### src/design/hsv_to_rgb565_converter_macros.svh
// assertion macros of the hsv to rgb565 converter rtl
`ifndef HSV_TO_RGB565_CONVERTER_MACROS_SVH
`define HSV_TO_RGB565_CONVERTER_MACROS_SVH

// checked only outside reset
`define HSVC_ASSERT(lbl, prop, msg) \
  lbl: assert property (@(posedge clk) disable iff (rst) prop) else $error(msg);

// checked on every edge, reset included
`define HSVC_ASSERT_ALWAYS(lbl, prop, msg) \
  lbl: assert property (@(posedge clk) prop) else $error(msg);

`endif

### src/design/hsvc_pkg.sv
// types and constants of the hsv to rgb565 converter
`default_nettype none

package hsvc_pkg;

  localparam int NSTAGE = 5;

  localparam logic [9:0]  CIRCLE_DEG  = 10'd360;
  localparam logic [9:0]  CIRCLE_DEG2 = 10'd720;
  localparam logic [5:0]  SECTOR_DEG  = 6'd60;
  localparam logic [7:0]  SCALE_FULL  = 8'd255;
  localparam logic [13:0] FRAC_DEN    = 14'd15300;

  // x/3825 and x/255 estimates: (x*recip) >> shift, low by at most one
  localparam logic [11:0] DIV_Q   = 12'd3825;
  localparam logic [8:0]  RECIP_Q = 9'd274;
  localparam logic [8:0]  RECIP_P = 9'd257;

  localparam logic [4:0] RED_MASK   = 5'h1f;
  localparam logic [5:0] GREEN_MASK = 6'h3f;

  typedef enum logic [2:0] {
    SECT_RED     = 3'd0,
    SECT_YELLOW  = 3'd1,
    SECT_GREEN   = 3'd2,
    SECT_CYAN    = 3'd3,
    SECT_BLUE    = 3'd4,
    SECT_MAGENTA = 3'd5
  } hsvc_sector_t;

  typedef struct packed {
    logic [NSTAGE-1:0] load;
  } hsvc_pipe_t;

endpackage

`default_nettype wire

### src/design/hsvc_sector.sv
// hue reduction modulo 360 and split into sector and offset
`default_nettype none

module hsvc_sector import hsvc_pkg::*; (
  input  wire logic [9:0]   hue,
  output hsvc_sector_t      sect,
  output logic [5:0]        offs
);

  logic [9:0] hm;
  logic [8:0] base;

  always_comb begin
    if (hue >= CIRCLE_DEG2) begin
      hm = hue - CIRCLE_DEG2;
    end else if (hue >= CIRCLE_DEG) begin
      hm = hue - CIRCLE_DEG;
    end else begin
      hm = hue;
    end

    if (hm >= 10'd300) begin
      sect = SECT_MAGENTA;
      base = 9'd300;
    end else if (hm >= 10'd240) begin
      sect = SECT_BLUE;
      base = 9'd240;
    end else if (hm >= 10'd180) begin
      sect = SECT_CYAN;
      base = 9'd180;
    end else if (hm >= 10'd120) begin
      sect = SECT_GREEN;
      base = 9'd120;
    end else if (hm >= 10'd60) begin
      sect = SECT_YELLOW;
      base = 9'd60;
    end else begin
      sect = SECT_RED;
      base = 9'd0;
    end

    offs = 6'(hm[8:0] - base);
  end

endmodule

`default_nettype wire

### src/design/hsvc_ctrl.sv
// valid bits and per-stage load enables of the pipeline
`default_nettype none

module hsvc_ctrl import hsvc_pkg::*; (
  input  wire logic clk,
  input  wire logic rst,
  input  wire logic in_valid,
  output logic      in_stall,
  output logic      out_valid,
  input  wire logic out_stall,
  output hsvc_pipe_t pipe
);

  logic [NSTAGE-1:0] valid;
  logic [NSTAGE-1:0] ready;
  logic              in_acc;
  logic              out_acc;

  // a stage can load when empty or when the stage after it moves on
  always_comb begin
    ready[NSTAGE-1] = !valid[NSTAGE-1] || !out_stall;
    for (int k = NSTAGE - 2; k >= 0; k--) begin
      ready[k] = !valid[k] || ready[k+1];
    end
  end

  always_ff @(posedge clk) begin
    if (rst) begin
      valid <= '0;
    end else begin
      if (ready[0]) begin
        valid[0] <= in_valid;
      end
      for (int k = 1; k < NSTAGE; k++) begin
        if (ready[k]) begin
          valid[k] <= valid[k-1];
        end
      end
    end
  end

  assign in_stall   = !ready[0];
  assign out_valid  = valid[NSTAGE-1];
  assign pipe.load  = ready;
  assign in_acc     = in_valid && !in_stall;
  assign out_acc    = out_valid && !out_stall;

`include "hsv_to_rgb565_converter_macros.svh"

  `HSVC_ASSERT_ALWAYS(a_reset_empty, rst |=> (valid == '0), "pipeline not empty after reset")
  `HSVC_ASSERT(a_stall_only_full, in_stall |-> (&valid), "input stalled with a bubble inside")
  `HSVC_ASSERT(a_count_hold, (!in_acc && !out_acc) |=> ($countones(valid) == $past($countones(valid))), "beat lost or invented")
  `HSVC_ASSERT(a_count_grow, (in_acc && !out_acc) |=> ($countones(valid) == $past($countones(valid)) + 1), "accepted beat not counted")

endmodule

`default_nettype wire

### src/design/hsv_to_rgb565_converter.sv
// hsv to rgb565 converter top level: five-stage pixel pipeline
// an accepted input beat moves through stages 0 to 4; stage 4 registers its pixel for the output
// throughput: one pixel per cycle while out_stall is low, set by the five-stage pipeline where every stage
//   holds one beat; a stalled output backs up only as far as the first bubble
// reset: rst clears the stage valid bits only, datapath registers are not reset
`default_nettype none

module hsv_to_rgb565_converter import hsvc_pkg::*; (
  input  wire logic       clk,
  input  wire logic       rst,
  input  wire logic       in_valid,
  output logic            in_stall,
  input  wire logic [9:0] hue,
  input  wire logic [7:0] saturation,
  input  wire logic [7:0] brightness,
  output logic            out_valid,
  input  wire logic       out_stall,
  output logic [15:0]     pixel
);

  hsvc_pipe_t   pipe;
  hsvc_sector_t sect_in;
  logic [5:0]   offs_in;

  // stage 0: reduced hue
  logic [7:0]   s0;
  logic [7:0]   v0;
  hsvc_sector_t sect0;
  logic [5:0]   h0;

  // stage 1: numerators of the three fractions
  logic [7:0]   v1;
  hsvc_sector_t sect1;
  logic [7:0]   c1;
  logic [13:0]  a1;
  logic [13:0]  b1;

  // stage 2: scaled products
  logic [7:0]   v2;
  hsvc_sector_t sect2;
  logic [15:0]  np2;
  logic [21:0]  nq2;
  logic [21:0]  nt2;

  // stage 3: quotient estimates and their dividends
  logic [7:0]   v3;
  hsvc_sector_t sect3;
  logic [15:0]  xp3;
  logic [19:0]  yq3;
  logic [19:0]  yt3;
  logic [7:0]   ep3;
  logic [7:0]   eq3;
  logic [7:0]   et3;

  logic [23:0]  prod_p;
  logic [27:0]  prod_q;
  logic [27:0]  prod_t;
  logic [15:0]  rem_p;
  logic [19:0]  rem_q;
  logic [19:0]  rem_t;
  logic [7:0]   p;
  logic [7:0]   q;
  logic [7:0]   t;
  logic [7:0]   r;
  logic [7:0]   g;
  logic [7:0]   b;
  logic [15:0]  pixel_next;

  hsvc_ctrl u_ctrl (
    .clk       (clk),
    .rst       (rst),
    .in_valid  (in_valid),
    .in_stall  (in_stall),
    .out_valid (out_valid),
    .out_stall (out_stall),
    .pipe      (pipe)
  );

  hsvc_sector u_sector (
    .hue  (hue),
    .sect (sect_in),
    .offs (offs_in)
  );

  // reciprocal estimates, corrected one stage later
  assign prod_p = 24'(np2) * 24'(RECIP_P);
  assign prod_q = 28'(nq2[21:2]) * 28'(RECIP_Q);
  assign prod_t = 28'(nt2[21:2]) * 28'(RECIP_Q);

  // remainder stays below twice the divisor, so one step fixes the quotient
  always_comb begin
    rem_p = xp3 - 16'(ep3) * 16'(SCALE_FULL);
    rem_q = yq3 - 20'(eq3) * 20'(DIV_Q);
    rem_t = yt3 - 20'(et3) * 20'(DIV_Q);
    p = ep3 + 8'(rem_p >= 16'(SCALE_FULL));
    q = eq3 + 8'(rem_q >= 20'(DIV_Q));
    t = et3 + 8'(rem_t >= 20'(DIV_Q));

    case (sect3)
      SECT_RED: begin
        r = v3; g = t; b = p;
      end
      SECT_YELLOW: begin
        r = q; g = v3; b = p;
      end
      SECT_GREEN: begin
        r = p; g = v3; b = t;
      end
      SECT_CYAN: begin
        r = p; g = q; b = v3;
      end
      SECT_BLUE: begin
        r = t; g = p; b = v3;
      end
      default: begin
        r = v3; g = p; b = q;
      end
    endcase

    pixel_next = {r[7:3] & RED_MASK, g[7:2] & GREEN_MASK, b[7:3] & RED_MASK};
  end

  always_ff @(posedge clk) begin
    if (pipe.load[0]) begin
      s0    <= saturation;
      v0    <= brightness;
      sect0 <= sect_in;
      h0    <= offs_in;
    end
    if (pipe.load[1]) begin
      v1    <= v0;
      sect1 <= sect0;
      c1    <= SCALE_FULL - s0;
      a1    <= FRAC_DEN - 14'(s0) * 14'(h0);
      b1    <= FRAC_DEN - 14'(s0) * 14'(SECTOR_DEG - h0);
    end
    if (pipe.load[2]) begin
      v2    <= v1;
      sect2 <= sect1;
      np2   <= 16'(v1) * 16'(c1);
      nq2   <= 22'(v1) * 22'(a1);
      nt2   <= 22'(v1) * 22'(b1);
    end
    if (pipe.load[3]) begin
      v3    <= v2;
      sect3 <= sect2;
      xp3   <= np2;
      // x/15300 is (x/4)/3825
      yq3   <= nq2[21:2];
      yt3   <= nt2[21:2];
      ep3   <= prod_p[23:16];
      eq3   <= prod_q[27:20];
      et3   <= prod_t[27:20];
    end
    if (pipe.load[4]) begin
      pixel <= pixel_next;
    end
  end

endmodule

`default_nettype wire
### config.mk
export PLATFORM = sky130hd
export DESIGN_NAME = hsv_to_rgb565_converter
export DESIGN_NICKNAME = d
export VERILOG_FILES = /design/src/design/hsvc_pkg.sv /design/src/design/hsvc_sector.sv /design/src/design/hsvc_ctrl.sv /design/src/design/hsv_to_rgb565_converter.sv
export VERILOG_INCLUDE_DIRS = /design/src /design/src/design
export SDC_FILE = /design/constraint.sdc
export NUM_CORES = 2
export LEC_CHECK = 0
export BUFFER_PORTS_ARGS = -buffer_cell sky130_fd_sc_hd__buf_2
export CAP_MARGIN = 20
export CORE_MARGIN = 5
export CORE_UTILIZATION = 53
export DETAILED_ROUTE_END_ITERATION = 7
export GPL_ROUTABILITY_DRIVEN = 1
export PLACE_DENSITY_LB_ADDON = 0.25
export SYNTH_ARGS = -nofsm -noshare
export SYNTH_HDL_FRONTEND = slang
export SYNTH_SLANG_ARGS = --single-unit
### constraint.sdc
create_clock -name clk -period 6.53 [get_ports clk]
set_clock_uncertainty 0.05 [all_clocks]
set_input_delay 0.653 -clock clk [delete_from_list [all_inputs] [get_ports clk]]
set_output_delay 0.653 -clock clk [all_outputs]
set_load 0.005 [all_outputs]
======== Word level (Yosys, flattened, before mapping) ========
Index checks and enable logic that the tools add are counted.
operators by class
  multipliers ............................. 11
  multiplexer cells ....................... 14
  bitwise gates (word level) .............. 0
  equal/unequal tests ..................... 4
  divide/modulo/power cells ............... 0
  reduce and logical (&&, ||, !) cells .... 18
  shift operators ......................... 0
  $add $sub $neg .......................... 13
  $lt $le $gt $ge ......................... 10
operators by type and width
  operator                  count
  $pmux W8 S3               3
  $mul A20 B8 Y27 const B   2
  $mul A8 B14 Y22           2
  $ge A20 B12 Y1 const B    2
  $mul A8 B12 Y20 const B   2
  $sub A20 B20 Y20          2
  $mux W6                   5
  $sub A14 B14 Y14 const A  2
  $add A8 B1 Y8             3
  $mul A16 B9 Y24 const B   1
  $ge A10 B8 Y1 const B     2
  $ge A10 B9 Y1 const B     2
  $mux W10                  2
  $ge A16 B8 Y1 const B     1
  $mul A8 B8 Y16            1
  $mul A8 B8 Y16 const B    1
  $sub A16 B16 Y16          1
  $mul A8 B6 Y14            1
  $mul A9 B7 Y14            1
  $ge A10 B10 Y1 const B    1
  $ge A10 B6 Y1 const B     1
  $ge A10 B7 Y1 const B     1
  $reduce_or A2 Y1          5
  $sub A10 B10 Y10 const B  1
  12 further kinds          25
storage, ports and cells
  register bits ........................... 255
  latch bits .............................. 0
  memories ................................ 0
  bits in read-only memories .............. 0
  logic and storage cells ................. 99
  input port bits ......................... 30
  RAM bits ................................ 0

======== Longest topological paths before layout ========
  depth in word-level cells ............... 10
  mapped depth ............................ 25
  gate-level depth less buffers ........... 24

======== By module ========
Synthesis repeated with hierarchy kept, for this count alone.
second synthesis, totals
  cells, all modules ...................... 3371
  area total of the unflattened synthesis .. 33039.2 sq um
by module, submodules not included
  module                   cells each  area an instance (sq um)  sequential area each (sq um)  instances
  hsv_to_rgb565_converter  3245        32042.0                   7236.9                        1
  hsvc_sector              103         790.8                     0.0                           1
  hsvc_ctrl                23          206.4                     100.1                         1

======== Worst setup path before layout ========
No wires, ideal clock.
  kind .................................... flip-flop to flip-flop
  start ................................... reg eq3[5]
  end ..................................... reg pixel[0] (data pin)
  arrival ................................. 5.446 ns
  cell stages (with the launch flop) ...... 21
  path buffers ............................ 1
  data required time ...................... 6.219 ns
  clock period less this slack ............ 5.757 ns
  path slack .............................. 0.773 ns
  path through ............................ edfxtp_1 -> inv_1 -> fa_1 -> xor2_1 -> ha_1 -> a21o_1 -> fa_1 -> inv_1 -> fa_1 -> inv_1 -> ha_1 -> clkbuf_1 -> nand4_1 -> o311ai_1 -> mux2_4 -> nor4_4 -> o2111ai_2 -> o211ai_1 -> xnor2_1 -> o31ai_1 -> a311o_1
on the way
  longest elaborated chain between the ends .. 5
ends and longest elaborated chain
  item                      RTL line                        source
  start: declaration        hsv_to_rgb565_converter.sv:52   logic [7:0] eq3;
  start signal: assignment  hsv_to_rgb565_converter.sv:152  eq3 <= prod_q[27:20];
  $mul A8 B12 Y20           hsv_to_rgb565_converter.sv:93   rem_q = yq3 - 20'(eq3) * 20'(DIV_Q);
  $sub A20 B20 Y20          hsv_to_rgb565_converter.sv:93
  $ge A20 B12 Y1            hsv_to_rgb565_converter.sv:96   q = eq3 + 8'(rem_q >= 20'(DIV_Q));
  $add A8 B1 Y8             hsv_to_rgb565_converter.sv:96
  $pmux W8 S3               hsv_to_rgb565_converter.sv:99   case (sect3)
  named net b[3]            hsv_to_rgb565_converter.sv:66   logic [7:0] b;
  end signal: assignment    hsv_to_rgb565_converter.sv:156  pixel <= pixel_next;
  end: declaration          hsv_to_rgb565_converter.sv:18   output logic [15:0] pixel
The timed path passes the listed nets, and every way through them passes these cells.
A chain may end at the register's enable or synchronous reset.

======== Worst setup path after layout ========
  start ................................... reg eq3[7]
  end ..................................... reg pixel[0] (data pin)
The elaborated chain is that of the path after synthesis.

==> impl_metrics.ini <==
[global_route]
grt_pass1_vias = 23300
grt_overflow_total = 0
antenna_found_initial = 0
grt_start_max_net_pins = 74
grt.total_usage = 0.200
grt_pass1_wl_mm = 112

[cells_and_area]
nFillCells = 5175
nets = 4279
drive_above_1_share = 0.0436
area_growth_pct = 6.59
fin_util = 0.573
num_antenna_cells = 0

[logic_synthesis]
ys_dominant_reg_cell = edfxtp_1
synth.area.top_cells = fa_1 (24%), edfxtp_1 (22%), ha_1 (20%)
async_reset_ff_frac = 0
synth_top_area_share = 0.237
syn_inst = 3315
ys_types = 79
yosysSeqAreaShare = 0.225
ys_seq_elements = 246
syn_area_per_cell_um2 = 9.82
syn_area_um2 = 32600
synth_edf_count = 241
mappedNetlistNets = 4244
yosys.area.top_type = fa_1
synth_warnings = 0

[sta]
timing.slew.headroom = 0.385
period_share = 0.949
fin_setup_tns_ns = 0
timing.fmax_mhz = 161
hold_viol = 0
drv_slew = 0
tightest_slew_ns = 0.920
rsz0062_at_grt = false
period_needed_ns = 6.19
setup_viol = 0

[critical_path]
start_kind = flop
r2r-end = pixel[0]$_DFFE_PP_
cp_max_fo = 8
r2r_slack_ns = 0.34
cp-end-kind = flop
worstPathRequired_ns = 6.82
crit_arrival_ns = 6.49
r2r_cells = 18
critPathKind = reg -> reg
r2r_start = eq3[7]$_DFFE_PP_

[cts]
postCtsHoldBufs = 0
cts_sinks = 246
cts_inserted_buffers = 30
clockRootBuffer = clkbuf_16
cts_tree = yes
clk_pin_slew_ns = 0.06
clock_path_buffers = 3
htree_levels = 1
clkLatencyLatePin_ns = 0.60

[hold_path]
min_to = v0[5]$_DFFE_PN_
hp-start = brightness[5]
hold_path_class = in -> reg
holdPathStages = 1

[route]
avgViaCountPerCell = 5.30
ant_nets = 0
routedWlPerCell_um = 15.9
postRouteWirelength_mm = 66.0
num_vias = 22000
drcViolationCount = 0
dr.pass1.iters = 7
drt_first_iter_violations = 1056

[die]
core_area_um2 = 60600
dieArea_um2 = 66500
pin_count = 48
initial_core_util = 0.538
rows = 90
die_y_um = 258
die_x_um = 258

[placement]
globalplace.congestion = 0.871
port_buffers = 47
hpwl_mm = 54.3

[flow_run]
max_cap_violations = 0

[outcome]
status = finished, final reports clean
## synthesized netlist by cell type (all sizes together) (8+ instances only)
library cell,instances
a211oi,14
a21boi,9
a21o,41
a21oi,124
a31o,8
a31oi,15
and2,185
and3,23
clkbuf,62
edfxtp,241
fa,386
ha,513
inv,780
mux2i,10
nand2,257
nand2b,20
nand3,34
nand4,11
nor2,126
nor2b,17
nor3,39
o2111ai,9
o211ai,20
o21a,30
o21ai,74
o21bai,14
o31ai,9
or3,9
xnor2,109
xor2,31
## final cells by class
type | count | area (um^2) | share of cell area
flip-flops and latches | 246 | 7340 | 0.211
repair buffers | 66 | 378 | 0.0109
clock inverters | 21 | 240 | 0.00692
multi-input cells | 2226 | 22100 | 0.636
clock buffers | 35 | 769 | 0.0222
well taps | 782 | 978 | 0.0282
inverters | 780 | 2930 | 0.0844
## worst max-delay path, stage by stage, from the launching register on
cell and delay, ns:
edfxtp_1 0.48, inv_1 0.21, fa_1 0.55, xor2_1 0.19
ha_1 0.31, fa_1 0.55, inv_1 0.06, fa_1 0.53
inv_1 0.05, ha_1 0.41, nand4_1 0.20, o311ai_2 0.37
mux2_4 0.35, nor4_4 0.32, o2111ai_2 0.29, o211ai_1 0.29
xnor2_1 0.27, o31ai_1 0.12, a311o_1 0.33
## timing repair
action / CTS / global route
setup buffers: 0 / 2
gates resized for setup: 0 / 1
endpoints found under the setup margin: 0 / 12
## cells in the final DEF, fill, tap and decap left out, drive strengths merged, types with 8 or more instances in the layout
master / instances
a211oi: 14
a21boi: 9
a21o: 41
a21oi: 124
a31o: 8
a31oi: 15
and2: 185
and3: 23
buf: 66
clkbuf: 35
clkinv: 13
edfxtp: 241
fa: 386
ha: 513
inv: 780
mux2i: 10
nand2: 257
nand2b: 20
nand3: 34
nand4: 11
nor2: 126
nor2b: 17
nor3: 39
o2111ai: 9
o211ai: 20
o21a: 30
o21ai: 74
o21bai: 14
o31ai: 9
or3: 9
xnor2: 109
xor2: 31
## registers in the layout, summed over array words and instances (netlist names), 13 cells and up
register,cells
nq2,20
yq3,20
xp3,16
yt3,20
pixel,16
b1,13
nt2,20
a1,14
np2,16
## routing by layer
| metal | share of wire | GRT usage |
|---|---|---|
| met5 | 0 | 0 |
| met4 | 0.024 | 0.0518 |
| met3 | 0.030 | 0.0160 |
| met2 | 0.48 | 0.344 |
| met1 | 0.46 | 0.277 |
## logic make-up (layout without fill, tap and decap cells)
family                   Yosys count  count (layout)  share of synthesized area
AO/OA/AOI/OAI                    427             427                     0.0874
XOR/XNOR                         140             140                     0.0377
adder cells (fa/ha/maj)          899             899                      0.434
buffers and inverters            843             902                     0.0972
flip-flops                       246             246                      0.225
multiplexers                      13              13                    0.00434
AND/OR/NAND/NOR                  747             747                      0.114
## through the flow
| step | worst slack, ns | hold slack [ns] | cells | cell area [um^2] |
|---|---|---|---|---|
| 5_1_grt | 0.0144 | 0.154 | 4156 | 34700 |
| 4_1_cts | 0.250 | 0.135 | 4154 | 34700 |
| 3_5_place_dp | 0.273 | 0.356 | 4098 | 33700 |
| 2_1_floorplan | 0.773 | 0.350 | 3315 | 32600 |
| 6_report | 0.336 | 0.177 | 4156 | 34700 |
| 3_3_place_gp | 0.441 | 0.352 | 4098 | 33700 |
## worst max-delay path by stage
stage,from,end,cells after the start
4_1_cts,eq3[6]$_DFFE_PP_,pixel[0]$_DFFE_PP_,18
3_3_place_gp,eq3[6]$_DFFE_PP_,pixel[0]$_DFFE_PP_,19
2_1_floorplan,eq3[5]$_DFFE_PP_,pixel[0]$_DFFE_PP_,20
5_1_grt,eq3[0]$_DFFE_PP_,pixel[0]$_DFFE_PP_,21
6_report,eq3[7]$_DFFE_PP_,pixel[0]$_DFFE_PP_,18
3_5_place_dp,eq3[6]$_DFFE_PP_,pixel[0]$_DFFE_PP_,18
Power is left out: the tool's default activity adds up to more than one toggle a clock period on the data nets, which glitch-free logic cannot reach.
